[src/design/i2cmbe_pkg.sv]
// i2cmbe_pkg: types and constants of the i2c master byte engine
// used by the channel interfaces, the engine and the top level
`timescale 1ns / 1ps
`default_nettype none
package i2cmbe_pkg;

	localparam int TICK_W = 5;
	localparam int BYTE_W = 8;

	typedef enum logic [1:0] {
		REQ_START = 2'd0,
		REQ_STOP  = 2'd1,
		REQ_WRITE = 2'd2,
		REQ_READ  = 2'd3
	} req_t;

	typedef enum logic [1:0] {
		PH_LOW_SETUP = 2'd0,
		PH_HIGH      = 2'd1,
		PH_LOW_HOLD  = 2'd2
	} phase_t;

	localparam logic [TICK_W-1:0] START_LAST_TICK = TICK_W'(2);
	localparam logic [TICK_W-1:0] STOP_LAST_TICK  = TICK_W'(1);
	localparam logic [TICK_W-1:0] WR_DATA_TICKS   = TICK_W'(24);
	localparam logic [TICK_W-1:0] WR_ACK_TICK     = TICK_W'(25);
	localparam logic [TICK_W-1:0] WR_LAST_TICK    = TICK_W'(26);
	localparam logic [TICK_W-1:0] RD_LAST_TICK    = TICK_W'(15);

	typedef struct packed {
		logic              cmd_valid;
		logic [1:0]        req_type;
		logic [BYTE_W-1:0] tx_byte;
		logic              sda_in;
	} cmd_beat_t;

	typedef struct packed {
		logic              scl_out;
		logic              sda_out;
		logic              busy_res;
		logic              done_res;
		logic [BYTE_W-1:0] rx_byte;
		logic              ack_bit;
	} res_beat_t;

endpackage
`default_nettype wire

[src/design/i2cmbe_if.sv]
// i2cmbe_cmd_if / i2cmbe_res_if: valid-ready channels of the engine
// payload widths from i2cmbe_pkg
`timescale 1ns / 1ps
`default_nettype none
interface i2cmbe_cmd_if;
	logic                          valid;
	logic                          ready;
	logic                          cmd_valid;
	logic [1:0]                    req_type;
	logic [i2cmbe_pkg::BYTE_W-1:0] tx_byte;
	logic                          sda_in;

	modport source (output valid, cmd_valid, req_type, tx_byte, sda_in, input ready);
	modport sink (input valid, cmd_valid, req_type, tx_byte, sda_in, output ready);
endinterface

interface i2cmbe_res_if;
	logic                          valid;
	logic                          ready;
	logic                          scl_out;
	logic                          sda_out;
	logic                          busy_res;
	logic                          done_res;
	logic [i2cmbe_pkg::BYTE_W-1:0] rx_byte;
	logic                          ack_bit;

	modport source (output valid, scl_out, sda_out, busy_res, done_res, rx_byte, ack_bit,
		input ready);
	modport sink (input valid, scl_out, sda_out, busy_res, done_res, rx_byte, ack_bit,
		output ready);
endinterface
`default_nettype wire

[src/design/i2cmbe_engine.sv]
// i2cmbe_engine: bus sequencer state and one-tick next-state logic
// depends on i2cmbe_pkg
`timescale 1ns / 1ps
`default_nettype none
module i2cmbe_engine (
	input  wire logic                  clk,
	input  wire logic                  arst_n,
	input  wire logic                  step,
	input  wire i2cmbe_pkg::cmd_beat_t beat,
	output i2cmbe_pkg::res_beat_t      result
);

	logic [i2cmbe_pkg::TICK_W-1:0] tick_q, tick_n, t;
	i2cmbe_pkg::req_t              cmd_q, cmd;
	i2cmbe_pkg::phase_t            ph_q, ph_n, ph;
	logic                          busy_q, busy;
	logic [i2cmbe_pkg::BYTE_W-1:0] send_q, send_n;
	logic [i2cmbe_pkg::BYTE_W-1:0] recv_q, recv_n;
	logic                          ack_q, ack_n;
	logic                          scl_q, scl_n;
	logic                          sda_q, sda_n;
	logic                          take;
	logic                          fin;

	always_comb begin
		take   = !busy_q && beat.cmd_valid;
		cmd    = take ? i2cmbe_pkg::req_t'(beat.req_type) : cmd_q;
		t      = take ? '0 : tick_q;
		ph     = take ? i2cmbe_pkg::PH_LOW_SETUP : ph_q;
		busy   = busy_q || take;
		send_n = (take && cmd == i2cmbe_pkg::REQ_WRITE) ? beat.tx_byte : send_q;
		recv_n = (take && cmd == i2cmbe_pkg::REQ_READ) ? '0 : recv_q;
		ack_n  = ack_q;
		scl_n  = scl_q;
		sda_n  = sda_q;
		ph_n   = ph;
		fin    = 1'b0;
		if (busy) begin
			case (cmd)
				i2cmbe_pkg::REQ_START: begin
					scl_n = (t != i2cmbe_pkg::START_LAST_TICK);
					sda_n = (t == '0);
					fin   = (t == i2cmbe_pkg::START_LAST_TICK);
				end
				i2cmbe_pkg::REQ_STOP: begin
					scl_n = 1'b1;
					sda_n = (t == i2cmbe_pkg::STOP_LAST_TICK);
					fin   = (t == i2cmbe_pkg::STOP_LAST_TICK);
				end
				i2cmbe_pkg::REQ_WRITE: begin
					if (t < i2cmbe_pkg::WR_DATA_TICKS) begin
						sda_n = send_n[i2cmbe_pkg::BYTE_W-1];
						scl_n = (ph == i2cmbe_pkg::PH_HIGH);
						case (ph)
							i2cmbe_pkg::PH_LOW_SETUP: ph_n = i2cmbe_pkg::PH_HIGH;
							i2cmbe_pkg::PH_HIGH:      ph_n = i2cmbe_pkg::PH_LOW_HOLD;
							default: begin
								ph_n   = i2cmbe_pkg::PH_LOW_SETUP;
								send_n = {send_n[i2cmbe_pkg::BYTE_W-2:0], 1'b0};
							end
						endcase
					end else if (t == i2cmbe_pkg::WR_ACK_TICK) begin
						scl_n = 1'b1;
						sda_n = 1'b1;
						ack_n = beat.sda_in;
					end else begin
						scl_n = 1'b0;
						sda_n = 1'b1;
						fin   = (t != i2cmbe_pkg::WR_DATA_TICKS);
					end
				end
				default: begin
					sda_n = 1'b1;
					if (!t[0]) begin
						scl_n  = 1'b1;
						recv_n = {recv_n[i2cmbe_pkg::BYTE_W-2:0], beat.sda_in};
					end else begin
						scl_n = 1'b0;
						fin   = (t >= i2cmbe_pkg::RD_LAST_TICK);
					end
				end
			endcase
		end
		tick_n = (!busy || fin) ? '0 : t + 1'b1;

		result.scl_out  = scl_n;
		result.sda_out  = sda_n;
		result.busy_res = busy;
		result.done_res = busy && fin;
		result.rx_byte  = recv_n;
		result.ack_bit  = ack_n;
	end

	always_ff @(posedge clk or negedge arst_n) begin
		if (!arst_n) begin
			tick_q <= '0;
			cmd_q  <= i2cmbe_pkg::REQ_START;
			ph_q   <= i2cmbe_pkg::PH_LOW_SETUP;
			busy_q <= 1'b0;
			send_q <= '0;
			recv_q <= '0;
			ack_q  <= 1'b1;
			scl_q  <= 1'b1;
			sda_q  <= 1'b1;
		end else if (step) begin
			tick_q <= tick_n;
			cmd_q  <= cmd;
			ph_q   <= ph_n;
			busy_q <= busy && !fin;
			send_q <= send_n;
			recv_q <= recv_n;
			ack_q  <= ack_n;
			scl_q  <= scl_n;
			sda_q  <= sda_n;
		end
	end

	// idle sequencer sits at tick zero
	a_idle_tick_zero: assert property (@(posedge clk) disable iff (!arst_n)
		!busy_q |-> tick_q == '0)
		else $error("tick counter running while idle");

	// no command runs past the acknowledge release tick
	a_tick_bound: assert property (@(posedge clk) disable iff (!arst_n)
		tick_q <= i2cmbe_pkg::WR_LAST_TICK)
		else $error("tick counter beyond longest command");

	// the bit phase only moves during a write
	a_phase_write_only: assert property (@(posedge clk) disable iff (!arst_n)
		(busy_q && cmd_q != i2cmbe_pkg::REQ_WRITE) |-> ph_q == i2cmbe_pkg::PH_LOW_SETUP)
		else $error("bit phase moved outside a write");

	// a finishing beat that is stepped drops busy
	a_done_clears_busy: assert property (@(posedge clk) disable iff (!arst_n)
		(step && result.done_res) |=> !busy_q)
		else $error("busy held after done");

endmodule
`default_nettype wire

[src/design/i2c_master_byte_engine_core.sv]
// i2c_master_byte_engine_core: top level with input and result registers
// depends on i2cmbe_pkg, i2cmbe_if and i2cmbe_engine
`timescale 1ns / 1ps
`default_nettype none
// Each command beat is one bus time-base tick and yields exactly one result beat
// with the SCL/SDA levels for that tick. One tick is processed per clock cycle
// while the result side is not stalled; a beat passes an input register, then
// the sequencer logic into the result register that offers it. A beat
// leaves the input register whenever the result register is empty or being
// read in the same cycle, so the command side stays ready while results flow.
// cmd_valid is only looked at while the engine is idle; start lasts 3 ticks,
// stop 2, write byte 27 and read byte 16.
module i2c_master_byte_engine_core (
	input wire logic    clk,
	input wire logic    arst_n,
	i2cmbe_cmd_if.sink  cmd,
	i2cmbe_res_if.source res
);

	logic                  valid_s1;
	i2cmbe_pkg::cmd_beat_t beat_s1;
	logic                  valid_s2;
	i2cmbe_pkg::res_beat_t res_s2;
	i2cmbe_pkg::res_beat_t result;
	logic                  advance;

	assign advance   = valid_s1 && (!valid_s2 || res.ready);
	assign cmd.ready = !valid_s1 || advance;

	always_ff @(posedge clk or negedge arst_n) begin
		if (!arst_n) begin
			valid_s1 <= 1'b0;
		end else if (cmd.ready) begin
			valid_s1 <= cmd.valid;
		end
	end

	always_ff @(posedge clk) begin
		if (cmd.ready && cmd.valid) begin
			beat_s1.cmd_valid <= cmd.cmd_valid;
			beat_s1.req_type  <= cmd.req_type;
			beat_s1.tx_byte   <= cmd.tx_byte;
			beat_s1.sda_in    <= cmd.sda_in;
		end
	end

	i2cmbe_engine u_engine (
		.clk    (clk),
		.arst_n (arst_n),
		.step   (advance),
		.beat   (beat_s1),
		.result (result)
	);

	always_ff @(posedge clk or negedge arst_n) begin
		if (!arst_n) begin
			valid_s2 <= 1'b0;
		end else if (advance) begin
			valid_s2 <= 1'b1;
		end else if (res.ready) begin
			valid_s2 <= 1'b0;
		end
	end

	always_ff @(posedge clk) begin
		if (advance) begin
			res_s2 <= result;
		end
	end

	assign res.valid    = valid_s2;
	assign res.scl_out  = res_s2.scl_out;
	assign res.sda_out  = res_s2.sda_out;
	assign res.busy_res = res_s2.busy_res;
	assign res.done_res = res_s2.done_res;
	assign res.rx_byte  = res_s2.rx_byte;
	assign res.ack_bit  = res_s2.ack_bit;

endmodule
`default_nettype wire

[src/flat_wrapper.sv]
// flat-port wrapper written by rule: the top's interface ports become plain ports
module i2c_master_byte_engine_core_flat 
  (clk, arst_n, cmd_valid, cmd_cmd_valid, cmd_req_type, cmd_tx_byte, cmd_sda_in, cmd_ready, res_valid, res_scl_out, res_sda_out, res_busy_res, res_done_res, res_rx_byte, res_ack_bit, res_ready);
  i2cmbe_cmd_if cmd_i ();
  i2cmbe_res_if res_i ();
  input wire logic clk;
  input wire logic arst_n;
  input wire logic [$bits(cmd_i.valid)-1:0] cmd_valid;
  input wire logic [$bits(cmd_i.cmd_valid)-1:0] cmd_cmd_valid;
  input wire logic [$bits(cmd_i.req_type)-1:0] cmd_req_type;
  input wire logic [$bits(cmd_i.tx_byte)-1:0] cmd_tx_byte;
  input wire logic [$bits(cmd_i.sda_in)-1:0] cmd_sda_in;
  output wire logic [$bits(cmd_i.ready)-1:0] cmd_ready;
  output wire logic [$bits(res_i.valid)-1:0] res_valid;
  output wire logic [$bits(res_i.scl_out)-1:0] res_scl_out;
  output wire logic [$bits(res_i.sda_out)-1:0] res_sda_out;
  output wire logic [$bits(res_i.busy_res)-1:0] res_busy_res;
  output wire logic [$bits(res_i.done_res)-1:0] res_done_res;
  output wire logic [$bits(res_i.rx_byte)-1:0] res_rx_byte;
  output wire logic [$bits(res_i.ack_bit)-1:0] res_ack_bit;
  input wire logic [$bits(res_i.ready)-1:0] res_ready;
  assign cmd_i.valid = cmd_valid;
  assign cmd_i.cmd_valid = cmd_cmd_valid;
  assign cmd_i.req_type = cmd_req_type;
  assign cmd_i.tx_byte = cmd_tx_byte;
  assign cmd_i.sda_in = cmd_sda_in;
  assign cmd_ready = cmd_i.ready;
  assign res_valid = res_i.valid;
  assign res_scl_out = res_i.scl_out;
  assign res_sda_out = res_i.sda_out;
  assign res_busy_res = res_i.busy_res;
  assign res_done_res = res_i.done_res;
  assign res_rx_byte = res_i.rx_byte;
  assign res_ack_bit = res_i.ack_bit;
  assign res_i.ready = res_ready;
  i2c_master_byte_engine_core u_core (.clk(clk), .arst_n(arst_n), .cmd(cmd_i), .res(res_i));
endmodule
[config.mk]
export PLATFORM = sky130hd
export DESIGN_NAME = i2c_master_byte_engine_core_flat
export DESIGN_NICKNAME = d
export VERILOG_FILES = /design/src/design/i2cmbe_pkg.sv /design/src/design/i2cmbe_if.sv /design/src/design/i2cmbe_engine.sv /design/src/design/i2c_master_byte_engine_core.sv /design/src/flat_wrapper.sv
export SDC_FILE = /design/constraint.sdc
export NUM_CORES = 1
export LEC_CHECK = 0
export BUFFER_PORTS_ARGS = -buffer_cell sky130_fd_sc_hd__buf_4
export CORE_UTILIZATION = 60
export CTS_BUF_LIST = sky130_fd_sc_hd__clkbuf_16
export CTS_CLUSTER_SIZE = 25
export DETAILED_ROUTE_END_ITERATION = 8
export HOLD_SLACK_MARGIN = 0.12
export PLACE_DENSITY = 0.84
export RECOVER_POWER = 25
export SLEW_MARGIN = 25
export SYNTH_ARGS = -nofsm -noshare
export SYNTH_HDL_FRONTEND = slang
export SYNTH_SLANG_ARGS = --single-unit
[constraint.sdc]
create_clock -name clk -period 6.1 [get_ports clk]
set_input_delay 0.915 -clock clk [delete_from_list [all_inputs] [get_ports clk]]
set_output_delay 0.915 -clock clk [all_outputs]
set_load 0.05 [all_outputs]
==> results of run 1 <==
-- cell usage in the layout, fill, tap and decap left out, types with 3 or more instances in the layout --
| cell type | n |
|---|---|
| a21o_1 | 3 |
| a21oi_1 | 7 |
| a31oi_1 | 4 |
| and2_1 | 6 |
| buf_4 | 30 |
| clkbuf_16 | 5 |
| dfrtp_1 | 28 |
| dfstp_2 | 3 |
| edfxtp_1 | 25 |
| ha_1 | 3 |
| inv_1 | 8 |
| mux2_2 | 8 |
| mux2i_1 | 13 |
| nand2_1 | 52 |
| nand2b_1 | 4 |
| nand3_1 | 4 |
| nor2_1 | 15 |
| nor3_1 | 4 |
| nor4_1 | 3 |
| o21ai_0 | 26 |
-- path summary, 6_finish.rpt --
kind,startpoint,to,slack (ns),cells after the start
max,res_ready,u_core.u_engine.recv_q[7]$_DFFE_PN0P_,2.74,6
min,u_core.u_engine.ack_q$_DFFE_PN1P_,u_core.u_engine.ack_q$_DFFE_PN1P_,0.47,2
max reg2reg,u_core.res.valid$_DFFE_PN0P_,u_core.u_engine.recv_q[7]$_DFFE_PN0P_,3.15,5
min reg2reg,u_core.u_engine.ack_q$_DFFE_PN1P_,u_core.u_engine.ack_q$_DFFE_PN1P_,0.47,2
max in group asynchronous,arst_n,u_core.u_engine.send_q[1]$_DFFE_PN0P_,4.09,1
min in group asynchronous,arst_n,u_core.u_engine.recv_q[7]$_DFFE_PN0P_,1.05,1
-- sequential cells by signal, summed over array words and instances, names as in the netlist, 2 cells and up --
signal                  count
u_core.u_engine.tick_q      5
u_core.res.rx_byte          8
u_core.u_engine.send_q      8
u_core.u_engine.recv_q      8
u_core.u_engine.ph_q        2
u_core.beat_s1             12
u_core.u_engine.cmd_q       2
-- routing by layer --
layer | vias to the layer above | global-route usage (%) | part of all wire (%)
met5 | - | 0 | 0
met4 | 0 | 10.7 | 2.5
met3 | 12 | 4.65 | 4.3
met2 | 51 | 36.8 | 49
met1 | 959 | 29.9 | 44
li1 | 986 | - | -
-- metrics by stage --
stage	util (%)	hold slack (ns)	setup slack, ns
after floorplan	-	0.437	3.79
after global placement	68.4	0.451	2.53
after detailed placement	68.4	0.458	2.37
after CTS	71.7	0.473	2.69
after global routing	71.6	0.491	2.37
final	71.6	0.469	2.74
-- kinds of logic after synthesis --
| group | Yosys count | synth area share (%) |
|---|---|---|
| flops | 56 | 55.9 |
| compound gates | 58 | 13.9 |
| buf+inv | 20 | 3.25 |
| fa+ha+maj | 3 | 1.37 |
| simple gates | 101 | 17.5 |
| mux | 21 | 8.05 |
-- power breakdown --
part | total [mW] | internal, mW | switching [mW]
sequential | 0.587 | 0.499 | 0.0878
combinational | 0.440 | 0.176 | 0.264
clock | 0.281 | 0.152 | 0.129
-- critical path: stages --
cell and delay, ns:
buf_4 0.11, nand2b_1 0.15, nand2_1 0.65, clkinv_1 0.84, nand4_1 0.65, o21ai_0 0.18
-- final cells by class --
type	count	area (um2)	area share (%)
Inverter	8	30.0	0.963
Multi-Input combinational cell	183	1120	36.0
Clock inverter	3	17.5	0.562
Timing Repair Buffer	31	229	7.34
Sequential cell	56	1530	49.1
Clock buffer	5	125	4.01
Tap cell	52	65.1	2.09
==> impl_metrics.tcl, run 1 <==
set metrics [dict create \
    outcome "finished with violations" \
    violations "max-capacitance violations, max-slew violations" \
    final_nets 304 \
    maxCapViolations 1 \
    initial_core_util_pct 62.8 \
    setup-violations-final 0 \
    leakage_nw 1.32 \
    rsz0062_at_grt "no" \
    synth_area_um2 2740 \
    synthArstFlopShare_pct 55.4 \
    n_fill_cell 298 \
    routed_via_density 5.94 \
    synth_top_area_cell "edfxtp_1" \
    syn_nets 278 \
    synthTopCellsByArea "edfxtp_1 (27%), dfrtp_1 (26%), nand2_1 (7.1%)" \
    syn_inst 259 \
    hold_viol_final 0 \
    hold_buffers 0 \
    fp-row-count 24 \
    finalPower_mw 1.31 \
    avgSynthCellArea_um2 10.6 \
    synth-edff-count 25 \
    worstPathRequired_ns 6.25 \
    hold_path.class "register to register" \
    drt-total-wl_mm 5.08 \
    tightest_slew_ns 1.68 \
    post_dp_cell_area_um2 2980 \
    syn2layout_area_growth_pct 14.0 \
    io_buffers 30 \
    drt_pass1_iterations 4 \
    clock-sinks 56 \
    grt_overflow 0 \
    yosysTopAreaCellShare_pct 27.4 \
    numCtsBuffers 5 \
    grt_pass1_vias 1932 \
    antenna_found_initial 0 \
    yosysMostFrequentCell "nand2_1" \
    fp.dieH_um 69.5 \
    synth_warnings 0 \
    timing.slew.headroom_pct -11.7 \
    setup_tns_ns 0 \
    fin_skew_ns 0.00339 \
    drv_slew 32 \
    dp_cells 330 \
    powerDensity_nw_per_um2 419 \
    cts_tree "yes" \
    grt_pass1_wl_mm 8.67 \
    fmax_mhz 297 \
    gp_congestion 0.944 \
    htreeDepth 2 \
    ant_nets 0 \
    drtIter0Drc 134 \
    cp.arrival_ns 3.51 \
    dr_total_vias 2008 \
    cts_setup_buffers 0 \
    cts_resized 0 \
    root_buffer "clkbuf_16" \
    path_class "input port to register" \
    drt-wirelength-per-cell_um 15.0 \
    coreArea_um2 4350 \
    fin_crit_sh_pct 55.1 \
    layout_min_cycle_time_ns 3.36 \
    route.detailed.drc 0 \
    drive_gt1_share_pct 18.5 \
    clk_pin_slew_ns 0.07 \
    critPathCaptureType "register" \
    dp_hpwl_mm 3.49 \
    cp-start-kind "input port" \
    clkLatencyLatePin_ns 0.29 \
    synth_cell_types 48 \
    grt_start_max_net_pins 32 \
    antenna_cells 0 \
    synthTopCellsByCount "nand2_1 (52), dfrtp_1 (28), o21ai_0 (26), edfxtp_1 (25), nor2_1 (15)" \
    peakVddDrop_mv 0.225 \
    final_area_um2 3120 \
    cts_buffer_depth 2 \
    die-area_um2 4830 \
    die_w_um 69.5 \
    ys_ff_latch 56 \
    ys_seq_area_share_pct 55.9 \
    grt.total_usage_pct 22.9 \
    cp_max_fo 30 \
    final_cells 338 \
    io_pins 31 \
    synth_flop_cell "dfrtp_1" \
]
No activity file was read; power rests on OpenSTA's default activity.
==> inputs of run 2 (changes only) <==
--- a/config.mk
+++ b/config.mk
@@ -6,12 +6,12 @@
 export NUM_CORES = 1
 export LEC_CHECK = 0
 export BUFFER_PORTS_ARGS = -buffer_cell sky130_fd_sc_hd__buf_4
-export CORE_UTILIZATION = 60
+export CORE_UTILIZATION = 52
 export CTS_BUF_LIST = sky130_fd_sc_hd__clkbuf_16
 export CTS_CLUSTER_SIZE = 25
 export DETAILED_ROUTE_END_ITERATION = 8
 export HOLD_SLACK_MARGIN = 0.12
-export PLACE_DENSITY = 0.84
+export PLACE_DENSITY = 0.77
 export RECOVER_POWER = 25
 export SLEW_MARGIN = 25
 export SYNTH_ARGS = -nofsm -noshare
==> constraint.sdc (replaced) <==
create_clock -name clk -period 2.9 [get_ports clk]
set_input_delay 0.435 -clock clk [delete_from_list [all_inputs] [get_ports clk]]
set_output_delay 0.435 -clock clk [all_outputs]
set_load 0.05 [all_outputs]
==> run 2 against run 1 <==
  * Sequential share of layout area is 1.5 points lower
  * Via count grew 0.65%
  * The flow still finishes with violations (max-capacitance violations, max-slew violations)
  * Setup slack got worse by 2.3 ns
  * Hold slack got worse by 0.14 ns
  * Core utilization shrank 8.3 points
  * First-iteration DRC count grew 33%
==> impl_metrics.tcl, run 2 (synthesized netlist as in run 1, its figures left out) <==
set metrics [dict create \
    outcome "finished with violations" \
    violations "max-capacitance violations, max-slew violations" \
    fmax_mhz 406 \
    drt-total-wl_mm 5.29 \
    grt_pass1_wl_mm 9.11 \
    dp_hpwl_mm 3.72 \
    holdWs_ns 0.332 \
    cts_setup_buffers 0 \
    cp.arrival_ns 2.49 \
    cp-start-kind "register" \
    leakage_nw 1.36 \
    drive_gt1_share_pct 19.9 \
    largest_reg_flops 12 \
    clk_pin_slew_ns 0.07 \
    numCtsBuffers 5 \
    rsz0062_at_grt "no" \
    startpoint "u_core.u_engine.busy_q$_DFFE_PN0P_" \
    layout_min_cycle_time_ns 2.46 \
    reg2reg_depth 8 \
    holdCritStartpoint "cmd_valid" \
    powerDensity_nw_per_um2 893 \
    timing.rr.end "u_core.res.scl_out$_DFFE_PP_" \
    worstPathRequired_ns 2.93 \
    die_w_um 74.5 \
    worst_path_largest_cell_delay_ns 0.45 \
    cts_resized 0 \
    initial_core_util_pct 53.9 \
    timing.slew.headroom_pct -16.8 \
    htreeDepth 2 \
    r2r_slack_ns 0.44 \
    dr_total_vias 2021 \
    hold_path.class "input port to register" \
    grt.total_usage_pct 21.9 \
    drt_pass1_iterations 5 \
    setup_tns_ns 0 \
    routed_via_density 5.58 \
    final_nets 310 \
    io_pins 31 \
    finalPower_mw 2.87 \
    cp_max_fo 12 \
    io_buffers 30 \
    fin_skew_ns 0.00362 \
    fp-row-count 26 \
    path_delay_family "simple AND/OR/NAND/NOR gates" \
    cp_num_cells 8 \
    antenna_found_initial 0 \
    path_cells "nand2b_1 -> nand2_1 -> inv_1 -> ha_1 -> and2b_1 -> o2bb2ai_1 -> a221oi_1 -> a21oi_1" \
    grt_pass1_vias 1975 \
    fin_crit_sh_pct 84.9 \
    coreArea_um2 5070 \
    antenna_cells 0 \
    drv_slew 32 \
    final_cell_mix "nand2_1 (52), dfrtp_1 (28), o21ai_0 (26), edfxtp_1 (25), buf_4 (23)" \
    setup-violations-final 0 \
    drtIter0Drc 178 \
    final_common_cell "nand2_1" \
    path_class "register to register" \
    regMostFlops "u_core.beat_s1" \
    peakVddDrop_mv 0.475 \
    cp_slowest_cell "dfrtp_1" \
    cts_tree "yes" \
    maxCapViolations 1 \
    clock-sinks 56 \
    fp.dieH_um 74.5 \
    route.detailed.drc 0 \
    critPathCaptureType "register" \
    die-area_um2 5550 \
    gp_congestion 0.934 \
    drt-wirelength-per-cell_um 14.6 \
    reg2reg_from "u_core.u_engine.busy_q$_DFFE_PN0P_" \
    tightest_slew_ns 1.75 \
    cts_buffer_depth 2 \
    clkLatencyLatePin_ns 0.29 \
    hold_buffers 1 \
    root_buffer "clkbuf_16" \
    timing.critical_path.buf_inv 1 \
    grt_overflow 0 \
    hold_viol_final 0 \
    endpoint "u_core.res.scl_out$_DFFE_PP_" \
    ant_nets 0 \
    syn2layout_area_growth_pct 17.5 \
    grt_start_max_net_pins 32 \
]
run 2: changes by cell type in the layout (fill, tap and decap cells not counted), sizes merged:
cell,previous run,this run
bufinv,0,1
dlygate4sd3,0,1
buf,30,23
clkbuf,6,18
clkinv,2,1
run 2: cell type report:
| cell class | count | area [um2] |
|---|---|---|
| fill | 434 | 1860 |
| sequential | 56 | 1530 |
| multi-input combinational | 183 | 1120 |
| timing repair buffer | 37 | 277 |
| clock buffer | 5 | 125 |
| tap | 70 | 87.6 |
| clock inverter | 3 | 42.5 |
| inverter | 8 | 30.0 |
run 2: metrics by stage:
step                area, um2  std cells  utilization (%)  setup WS, ns
floorplan                2740        259                -         0.708
global placement         3040        353             59.9         0.486
detailed placement       3040        353             59.9         0.492
CTS                      3220        362             63.4         0.457
global route             3210        362             63.3         0.271
finish                   3210        362             63.3         0.438
run 2: worst min-delay path by stage:
stage	endpoint	slack (ns)	cells past startpoint
after floorplan	u_core.res.valid$_DFFE_PN0P_	0.14	0
after global placement	u_core.u_engine.recv_q[7]$_DFFE_PN0P_	0.40	1
after detailed placement	u_core.u_engine.recv_q[7]$_DFFE_PN0P_	0.41	1
after CTS	u_core.beat_s1[7]$_DFFE_PP_	0.31	1
after global routing	u_core.beat_s1[10]$_DFFE_PP_	0.33	1
final	u_core.valid_s1$_DFFE_PN0N_	0.33	2
run 2: metal layers:
metal,track usage [%],part of all wire (%),vias up
met5,0,0,-
met4,7.13,1.4,0
met3,4.88,3.9,9
met2,35.5,49,56
met1,29.2,45,958
li1,-,-,998
run 2: power breakdown:
part	switching, mW	internal, mW	total (mW)	leakage [nW]
clock network	0.272	0.408	0.680	0.0856
registers	0.177	1.05	1.23	0.639
logic	0.568	0.395	0.963	0.631
run 2: worst register-to-register path: stages, from the launching register on:
cell       delay, ns
dfrtp_1         0.45
nand2b_1        0.37
nand2_1         0.21
inv_1           0.06
ha_1            0.24
and2b_1         0.21
o2bb2ai_1       0.16
a221oi_1        0.38
a21oi_1         0.12
